**src/design/cst_pkg.sv**
```systemverilog
// Shared types and constants of the C subset tokenizer.
// No dependencies; used by the channel interfaces and the top level.
package cst_pkg;

  localparam int unsigned CharW  = 8;
  localparam int unsigned KindW  = 5;
  localparam int unsigned ValueW = 64;
  localparam int unsigned StartW = 12;
  localparam int unsigned LenW   = 13;

  localparam int unsigned MaxSource = 4096;

  typedef enum logic [KindW-1:0] {
    K_INT    = 5'd0,
    K_IDENT  = 5'd1,
    K_PLUS   = 5'd2,
    K_MINUS  = 5'd3,
    K_STAR   = 5'd4,
    K_SLASH  = 5'd5,
    K_AMP    = 5'd6,
    K_LT     = 5'd7,
    K_LE     = 5'd8,
    K_GT     = 5'd9,
    K_GE     = 5'd10,
    K_ASSIGN = 5'd11,
    K_EQ     = 5'd12,
    K_NE     = 5'd13,
    K_LPAREN = 5'd14,
    K_RPAREN = 5'd15,
    K_LBRACE = 5'd16,
    K_RBRACE = 5'd17,
    K_LBRACK = 5'd18,
    K_RBRACK = 5'd19,
    K_SEMI   = 5'd20,
    K_COMMA  = 5'd21,
    K_EOF    = 5'd22,
    K_ERR    = 5'd23
  } kind_e;

  typedef struct packed {
    kind_e              kind;
    logic [ValueW-1:0]  value;
    logic [StartW-1:0]  start_pos;
    logic [LenW-1:0]    token_len;
    logic               last;
  } tok_t;

endpackage

```
**src/design/cst_if.sv**
```systemverilog
// Request channels of the C subset tokenizer: source bytes in, tokens out.
// Depends on cst_pkg for field widths.
interface cst_char_if;
  logic                       valid;
  logic                       ready;
  logic [cst_pkg::CharW-1:0]  char_in;

  modport source (output valid, output char_in, input ready);
  modport sink   (input valid, input char_in, output ready);
endinterface

interface cst_tok_if;
  logic                        valid;
  logic                        ready;
  logic [cst_pkg::KindW-1:0]   kind;
  logic [cst_pkg::ValueW-1:0]  value;
  logic [cst_pkg::StartW-1:0]  start_pos;
  logic [cst_pkg::LenW-1:0]    token_len;
  logic                        last;

  modport source (output valid, output kind, output value, output start_pos,
                  output token_len, output last, input ready);
  modport sink   (input valid, input kind, input value, input start_pos,
                  input token_len, input last, output ready);
endinterface

```
**src/design/c_subset_tokenizer.sv**
```systemverilog
// Streaming tokenizer for a small C subset: one source byte per request in,
// zero, one or two token requests out. One byte is accepted every cycle while
// the four-entry token queue has room for two tokens; a token is queued with
// the byte that completes it. Throughput is set by the single queue read
// port: one token per cycle while the sink is ready. Reset clears the scanner
// and the queue. Depends on cst_pkg and the channel interfaces in cst_if.sv.
module c_subset_tokenizer #(
  parameter int unsigned MAX_SOURCE = cst_pkg::MaxSource
) (
  input  logic          clk_i,
  input  logic          rst_ni,
  cst_char_if.sink      char_i,
  cst_tok_if.source     tok_o
);

  localparam int unsigned PosW   = $clog2(MAX_SOURCE);
  localparam int unsigned QDepth = 4;
  localparam int unsigned QIdxW  = $clog2(QDepth);

  typedef enum logic [2:0] {
    M_IDLE, M_INT, M_IDENT, M_LT, M_GT, M_EQ, M_BANG, M_HALT
  } mode_e;

  mode_e                        mode_q, mode_d;
  logic [cst_pkg::ValueW-1:0]   acc_q, acc_d;
  logic [PosW-1:0]              pos_q, pos_d;
  logic [PosW-1:0]              ts_q, ts_d;

  cst_pkg::tok_t                q_q [QDepth];
  cst_pkg::tok_t                q_d [QDepth];
  logic [QIdxW:0]               cnt_q, cnt_d, cnt_pop;

  logic                         in_fire, pop;
  logic                         p_v, f_v;
  cst_pkg::tok_t                p_t, f_t, res0, res1;
  logic [1:0]                   nres;
  logic [PosW:0]                diff, diff1;
  logic [7:0]                   c;
  logic                         again;

  function automatic logic [cst_pkg::LenW-1:0] to_len(input logic [PosW:0] x);
    logic [PosW+cst_pkg::LenW:0] e;
    e = {{cst_pkg::LenW{1'b0}}, x};
    return e[cst_pkg::LenW-1:0];
  endfunction

  function automatic logic [cst_pkg::StartW-1:0] to_start(input logic [PosW-1:0] x);
    logic [PosW+cst_pkg::StartW-1:0] e;
    e = {{cst_pkg::StartW{1'b0}}, x};
    return e[cst_pkg::StartW-1:0];
  endfunction

  function automatic cst_pkg::tok_t mk(input cst_pkg::kind_e k,
                                       input logic [cst_pkg::ValueW-1:0] v,
                                       input logic [PosW-1:0] s,
                                       input logic [PosW:0] l);
    cst_pkg::tok_t t;
    t.kind      = k;
    t.value     = v;
    t.start_pos = to_start(s);
    t.token_len = to_len(l);
    t.last      = 1'b0;
    return t;
  endfunction

  function automatic logic is_digit(input logic [7:0] ch);
    return (ch >= "0") && (ch <= "9");
  endfunction

  function automatic logic is_alpha(input logic [7:0] ch);
    return ((ch >= "a") && (ch <= "z")) || ((ch >= "A") && (ch <= "Z"));
  endfunction

  assign c       = char_i.char_in;
  assign in_fire = char_i.valid && char_i.ready;
  assign diff    = {1'b0, pos_q} - {1'b0, ts_q};
  assign diff1   = diff + (PosW+1)'(1);

  // scanner: pending token first, then the byte as a fresh start
  always_comb begin
    mode_d = mode_q;
    acc_d  = acc_q;
    ts_d   = ts_q;
    p_v    = 1'b0;
    p_t    = '0;
    f_v    = 1'b0;
    f_t    = '0;
    again  = 1'b0;

    unique case (mode_q)
      M_IDLE: again = 1'b1;
      M_INT: begin
        if (is_digit(c)) begin
          acc_d = (acc_q << 3) + (acc_q << 1) + cst_pkg::ValueW'(c - "0");
        end else begin
          p_v    = 1'b1;
          p_t    = mk(cst_pkg::K_INT, acc_q, ts_q, diff);
          mode_d = M_IDLE;
          again  = 1'b1;
        end
      end
      M_IDENT: begin
        if (!(is_alpha(c) || is_digit(c) || c == "_")) begin
          p_v    = 1'b1;
          p_t    = mk(cst_pkg::K_IDENT, '0, ts_q, diff);
          mode_d = M_IDLE;
          again  = 1'b1;
        end
      end
      M_LT, M_GT, M_EQ: begin
        mode_d = M_IDLE;
        p_v    = 1'b1;
        if (c == "=") begin
          priority case (mode_q)
            M_LT:    p_t = mk(cst_pkg::K_LE, '0, ts_q, diff1);
            M_GT:    p_t = mk(cst_pkg::K_GE, '0, ts_q, diff1);
            default: p_t = mk(cst_pkg::K_EQ, '0, ts_q, diff1);
          endcase
        end else begin
          priority case (mode_q)
            M_LT:    p_t = mk(cst_pkg::K_LT, '0, ts_q, diff);
            M_GT:    p_t = mk(cst_pkg::K_GT, '0, ts_q, diff);
            default: p_t = mk(cst_pkg::K_ASSIGN, '0, ts_q, diff);
          endcase
          again = 1'b1;
        end
      end
      M_BANG: begin
        p_v = 1'b1;
        if (c == "=") begin
          p_t    = mk(cst_pkg::K_NE, '0, ts_q, diff1);
          mode_d = M_IDLE;
        end else begin
          p_t    = mk(cst_pkg::K_ERR, '0, ts_q, (PosW+1)'(1));
          mode_d = M_HALT;
        end
      end
      M_HALT: ;
      default: ;
    endcase

    if (again) begin
      priority if (c == 8'd0) begin
        f_v    = 1'b1;
        f_t    = mk(cst_pkg::K_EOF, '0, pos_q, '0);
        mode_d = M_HALT;
      end else if (c == " " || c == 8'h09 || c == 8'h0a || c == 8'h0d) begin
        mode_d = M_IDLE;
      end else if (is_digit(c)) begin
        mode_d = M_INT;
        acc_d  = cst_pkg::ValueW'(c - "0");
        ts_d   = pos_q;
      end else if (is_alpha(c) || c == "_") begin
        mode_d = M_IDENT;
        ts_d   = pos_q;
      end else if (c == "<") begin
        mode_d = M_LT;
        ts_d   = pos_q;
      end else if (c == ">") begin
        mode_d = M_GT;
        ts_d   = pos_q;
      end else if (c == "=") begin
        mode_d = M_EQ;
        ts_d   = pos_q;
      end else if (c == "!") begin
        mode_d = M_BANG;
        ts_d   = pos_q;
      end else begin
        f_v = 1'b1;
        unique case (c)
          "+":     f_t = mk(cst_pkg::K_PLUS,   '0, pos_q, (PosW+1)'(1));
          "-":     f_t = mk(cst_pkg::K_MINUS,  '0, pos_q, (PosW+1)'(1));
          "*":     f_t = mk(cst_pkg::K_STAR,   '0, pos_q, (PosW+1)'(1));
          "/":     f_t = mk(cst_pkg::K_SLASH,  '0, pos_q, (PosW+1)'(1));
          "&":     f_t = mk(cst_pkg::K_AMP,    '0, pos_q, (PosW+1)'(1));
          "(":     f_t = mk(cst_pkg::K_LPAREN, '0, pos_q, (PosW+1)'(1));
          ")":     f_t = mk(cst_pkg::K_RPAREN, '0, pos_q, (PosW+1)'(1));
          "{":     f_t = mk(cst_pkg::K_LBRACE, '0, pos_q, (PosW+1)'(1));
          "}":     f_t = mk(cst_pkg::K_RBRACE, '0, pos_q, (PosW+1)'(1));
          "[":     f_t = mk(cst_pkg::K_LBRACK, '0, pos_q, (PosW+1)'(1));
          "]":     f_t = mk(cst_pkg::K_RBRACK, '0, pos_q, (PosW+1)'(1));
          ";":     f_t = mk(cst_pkg::K_SEMI,   '0, pos_q, (PosW+1)'(1));
          ",":     f_t = mk(cst_pkg::K_COMMA,  '0, pos_q, (PosW+1)'(1));
          default: begin
            f_t    = mk(cst_pkg::K_ERR, '0, pos_q, (PosW+1)'(1));
            mode_d = M_HALT;
          end
        endcase
      end
    end

    pos_d = (pos_q < PosW'(MAX_SOURCE - 1)) ? pos_q + PosW'(1) : pos_q;
  end

  // order results and mark the final one
  always_comb begin
    res0 = p_v ? p_t : f_t;
    res1 = f_t;
    res0.last = !(p_v && f_v);
    res1.last = 1'b1;
    nres = {1'b0, p_v} + {1'b0, f_v};
  end

  // token queue: shift out at the head, append at the tail
  assign pop     = tok_o.valid && tok_o.ready;
  assign cnt_pop = cnt_q - (QIdxW+1)'(pop);

  always_comb begin
    for (int i = 0; i < QDepth - 1; i++) begin
      q_d[i] = pop ? q_q[i+1] : q_q[i];
    end
    q_d[QDepth-1] = q_q[QDepth-1];
    cnt_d = cnt_pop;
    if (in_fire) begin
      if (nres != 2'd0) begin
        q_d[cnt_pop[QIdxW-1:0]] = res0;
      end
      if (nres == 2'd2) begin
        q_d[cnt_pop[QIdxW-1:0] + QIdxW'(1)] = res1;
      end
      cnt_d = cnt_pop + (QIdxW+1)'(nres);
    end
  end

  assign char_i.ready    = cnt_q <= (QIdxW+1)'(QDepth - 2);
  assign tok_o.valid     = cnt_q != '0;
  assign tok_o.kind      = q_q[0].kind;
  assign tok_o.value     = q_q[0].value;
  assign tok_o.start_pos = q_q[0].start_pos;
  assign tok_o.token_len = q_q[0].token_len;
  assign tok_o.last      = q_q[0].last;

  always_ff @(posedge clk_i or negedge rst_ni) begin
    if (!rst_ni) begin
      mode_q <= M_IDLE;
      acc_q  <= '0;
      pos_q  <= '0;
      ts_q   <= '0;
      cnt_q  <= '0;
    end else begin
      if (in_fire) begin
        mode_q <= mode_d;
        acc_q  <= acc_d;
        pos_q  <= pos_d;
        ts_q   <= ts_d;
      end
      cnt_q <= cnt_d;
    end
  end

  always_ff @(posedge clk_i) begin
    q_q <= q_d;
  end

endmodule

```
**src/flat_wrapper.sv**
```systemverilog
// flat-port wrapper written by rule: the top's interface ports become plain ports
module c_subset_tokenizer_flat 
#(
  parameter int unsigned MAX_SOURCE = cst_pkg::MaxSource
)
  (clk_i, rst_ni, char_i_valid, char_i_char_in, char_i_ready, tok_o_valid, tok_o_kind, tok_o_value, tok_o_start_pos, tok_o_token_len, tok_o_last, tok_o_ready);
  cst_char_if char_i_i ();
  cst_tok_if tok_o_i ();
  input  logic clk_i;
  input  logic rst_ni;
  input wire logic [$bits(char_i_i.valid)-1:0] char_i_valid;
  input wire logic [$bits(char_i_i.char_in)-1:0] char_i_char_in;
  output wire logic [$bits(char_i_i.ready)-1:0] char_i_ready;
  output wire logic [$bits(tok_o_i.valid)-1:0] tok_o_valid;
  output wire logic [$bits(tok_o_i.kind)-1:0] tok_o_kind;
  output wire logic [$bits(tok_o_i.value)-1:0] tok_o_value;
  output wire logic [$bits(tok_o_i.start_pos)-1:0] tok_o_start_pos;
  output wire logic [$bits(tok_o_i.token_len)-1:0] tok_o_token_len;
  output wire logic [$bits(tok_o_i.last)-1:0] tok_o_last;
  input wire logic [$bits(tok_o_i.ready)-1:0] tok_o_ready;
  assign char_i_i.valid = char_i_valid;
  assign char_i_i.char_in = char_i_char_in;
  assign char_i_ready = char_i_i.ready;
  assign tok_o_valid = tok_o_i.valid;
  assign tok_o_kind = tok_o_i.kind;
  assign tok_o_value = tok_o_i.value;
  assign tok_o_start_pos = tok_o_i.start_pos;
  assign tok_o_token_len = tok_o_i.token_len;
  assign tok_o_last = tok_o_i.last;
  assign tok_o_i.ready = tok_o_ready;
  c_subset_tokenizer #(.MAX_SOURCE(MAX_SOURCE)) u_core (.clk_i(clk_i), .rst_ni(rst_ni), .char_i(char_i_i), .tok_o(tok_o_i));
endmodule
```
**config.mk**
```make
export PLATFORM = sky130hd
export DESIGN_NAME = c_subset_tokenizer_flat
export DESIGN_NICKNAME = d
export VERILOG_FILES = /design/src/design/cst_pkg.sv /design/src/design/cst_if.sv /design/src/design/c_subset_tokenizer.sv /design/src/flat_wrapper.sv
export SDC_FILE = /design/constraint.sdc
export NUM_CORES = 2
export LEC_CHECK = 0
export BUFFER_PORTS_ARGS = -buffer_cell sky130_fd_sc_hd__buf_2
export CAP_MARGIN = 20
export CORE_ASPECT_RATIO = 1.25
export CORE_MARGIN = 2
export CORE_UTILIZATION = 25
export CTS_CLUSTER_SIZE = 8
export DETAILED_ROUTE_END_ITERATION = 8
export PLACE_DENSITY_LB_ADDON = 0.08
export SYNTH_ARGS = -nofsm -noshare
export SYNTH_HDL_FRONTEND = slang
export SYNTH_SLANG_ARGS = --single-unit
```
**constraint.sdc**
```tcl
create_clock -name clk_i -period 5.14 [get_ports clk_i]
set_clock_uncertainty 0.2 [all_clocks]
set_input_delay 1.028 -clock clk_i [delete_from_list [all_inputs] [get_ports clk_i]]
set_output_delay 1.028 -clock clk_i [all_outputs]
set_load 0.01 [all_outputs]
```
==> impl_metrics.tcl <==
set metrics [dict create \
    synth_fp_nets 3668 \
    wl_met2_mm 60.84 \
    h-tree-depth 3 \
    hold_class "primary input to asynchronous set/reset pin" \
    p_leak_nw 15.38 \
    ir_drop_uv 544.1 \
    cts_buffer_depth 3 \
    port_buffers 108 \
    ys_seq_area_share_pct 36.37 \
    detail_route.wirelength.met1_mm 53.94 \
    wl_met3_mm 3.554 \
    synth_top_area_share_pct 19.02 \
    die-area_um2 122800 \
    setup_tns_ps 0 \
    required_ps 5470 \
    antenna_found_initial 1 \
    die_h_um 391.3 \
    wl_per_cell_um 22.97 \
    grt_max_degree 109 \
    r2r_cells 15 \
    num-fill-cells 12690 \
    r2r_slack_ps 750 \
    top_layer_used "met4" \
    fin_crit_sh_pct 91.75 \
    clock_latency_ps 670 \
    finalSetupViolCount 0 \
    startpoint "char_i_char_in[4]" \
    clock.fmax_ghz 0.2120 \
    firstDrtPassIters 5 \
    clk_pin_slew_ps 60 \
    synth-async-reset-ratio_pct 19.83 \
    nets 3798 \
    place.gp.congestion 0.8166 \
    first_iter_violations 1597 \
    cts_tree "done" \
    ios 109 \
    final_cells 5275 \
    relSlewSlack_pct 17.11 \
    syn_area_um2 30000 \
    drcViolationCount 0 \
    rows 142 \
    cts-buffers-inserted 70 \
    core_um2 119400 \
    grt_pass1_wl_mm 182.8 \
    min_period_ps 4716 \
    dp.cells 5147 \
    antenna-diode-count 0 \
    ys_types 91 \
    drt-total-wl_mm 121.2 \
    outcome "finished, final reports clean" \
    worstPathArrival_ps 5050 \
    grt_pass1_vias 27450 \
    synth_area_leaders "dfxtp_1 (19%), edfxtp_1 (9.5%), mux2i_1 (9.0%)" \
    yosysMostFrequentCell "a21oi_1" \
    dp_hpwl_mm 84.81 \
    yosys_warnings 0 \
    avgSynthCellArea_um2 8.559 \
    p_total_mw 30.88 \
    crit_path_end_kind "register" \
    netlist_instances 3505 \
    power.density_nw_per_um2 857.0 \
    hold_viol 0 \
    ant_nets 0 \
    reg2reg_from "u_core.acc_q[1]" \
    vias_per_cell 5.094 \
    slew_viol_final 0 \
    root_buffer "clkbuf_16" \
    synth-seq-cells 474 \
    crit_type "primary input to register" \
    gr-total-overflow 0 \
    drive_gt1_share_pct 16.55 \
    vias 26870 \
    tightest_slew_ps 1243 \
    rsz0062_at_grt "no" \
    grt_usage_pct 19.51 \
    worstReg2RegEnd "u_core.acc_q[61]" \
    syn_to_final_growth_pct 20.11 \
    synth_top_area_cell "dfxtp_1" \
    start_kind "primary input" \
    critPathMaxFanout 22 \
    synth_edf_count 95 \
    cts.sinks 474 \
    cap_violations 0 \
    synth_ff_type "dfxtp_1" \
    start_util_pct 25.13 \
    die_width_um 313.8 \
    synth_commonest_cells "a21oi_1 (307), nand2_1 (292), dfxtp_1 (285)" \
]
## layout by cell type, fill, tap and decap left out, drive strengths merged, types with 7 or more instances in the layout
master	count
a221oi	7
clkbuf	121
xnor2	48
o21a	15
buf	465
a21oi	308
mux2	9
nand2b	9
mux2i	270
o21bai	15
or3	11
inv	60
a21o	84
nor2b	14
o2111ai	7
o21ai	216
a211oi	17
dfxtp	285
nor3	48
a31oi	99
dfrtp	94
nor2	284
a22o	7
a221o	10
o211ai	41
nor4	8
ha	143
nand3	121
fa	8
and3	14
nand4	26
nand2	294
o22ai	187
edfxtp	95
a22oi	15
o31ai	10
xor2	91
o221ai	41
## final cells by class
type	instances	area (um^2)	area share, %
Timing Repair Buffer	465	3711	10.30
Sequential cell	474	10910	30.28
Multi-Input combinational cell	2566	17050	47.32
Clock buffer	121	2006	5.566
Inverter	58	230.2	0.6389
Tap cell	1584	1982	5.500
Clock inverter	7	141.4	0.3924
## cell families (layout without fill, tap and decap cells)
logic type / after synthesis / count (layout) / synth area share [%]
buffers and inverters: 465 / 651 / 7.140
AND/OR/NAND/NOR: 856 / 856 / 12.79
multiplexers: 279 / 279 / 9.397
adder cells (fa/ha/maj): 151 / 151 / 6.498
XOR/XNOR: 139 / 139 / 4.058
flip-flops: 474 / 474 / 36.37
AO/OA/AOI/OAI: 1141 / 1141 / 23.75
## metal layers
metal / GRT usage (%) / vias up
met4: 5.472 / 0
met3: 2.040 / 149
met5: 0 / -
met1: 24.72 / 13150
li1: - / 13070
met2: 34.81 / 499
## metrics by stage
| stage | hold WS [ps] | setup slack, ps | utilization [%] | area (um^2) |
|---|---|---|---|---|
| after floorplan | 269.6 | -92.47 | - | 30020 |
| final | 256.4 | 424.0 | 30.18 | 36030 |
| after global placement | 305.7 | -450.9 | 28.38 | 33880 |
| after detailed placement | 309.2 | -456.3 | 28.38 | 33880 |
| after CTS | 246.5 | 255.1 | 30.18 | 36030 |
| after global routing | 283.7 | 34.68 | 30.18 | 36030 |
## flip-flops by register name, indices dropped and copies added (netlist names)
name / cells
u_core.cnt_q: 3
u_core.tok_o.token_len: 13
u_core.tok_o.last: 1
u_core.tok_o.start_pos: 12
u_core.tok_o.kind: 5
u_core.mode_q: 3
u_core.ts_q: 12
u_core.pos_q: 12
u_core.tok_o.value: 64
u_core.q_q: 285
u_core.acc_q: 64
## worst max-delay path by stage
| stage | end | slack, ps | cells past startpoint |
|---|---|---|---|
| 6_report | u_core.acc_q[61] | 420 | 18 |
| 4_1_cts | u_core.acc_q[61] | 260 | 18 |
| 5_1_grt | u_core.acc_q[61] | 30 | 20 |
| 2_1_floorplan | u_core.acc_q[40] | -90 | 20 |
| 3_5_place_dp | u_core.acc_q[61] | -460 | 18 |
| 3_3_place_gp | u_core.acc_q[61] | -450 | 19 |
## worst max-delay path, stage by stage
cell and delay (ps):
buf_2 110, ha_1 230, nor3_4 180, buf_12 210, buf_4 150, xor2_1 150, ha_1 250, ha_1 330
a21oi_1 260, o2111ai_1 170, a2111oi_1 480, buf_4 190, o21ai_1 160, a2111oi_0 410, nor2_1 140, a221oi_1 330
xor2_1 190, o21ai_1 70
## power breakdown
group	internal (mW)	switching (mW)	leakage, nW
Sequential	5.80	1.58	4.44
Clock	2.68	1.98	1.02
Combinational	7.79	11.1	9.93
## what timing repair did
item	CTS	global route
resized for setup	0	1
endpoints found under the setup margin	0	1
hold buffers	0	0
hold endpoints to repair	0	0
setup buffers	0	0
No activity file was read; power rests on OpenSTA's default activity.
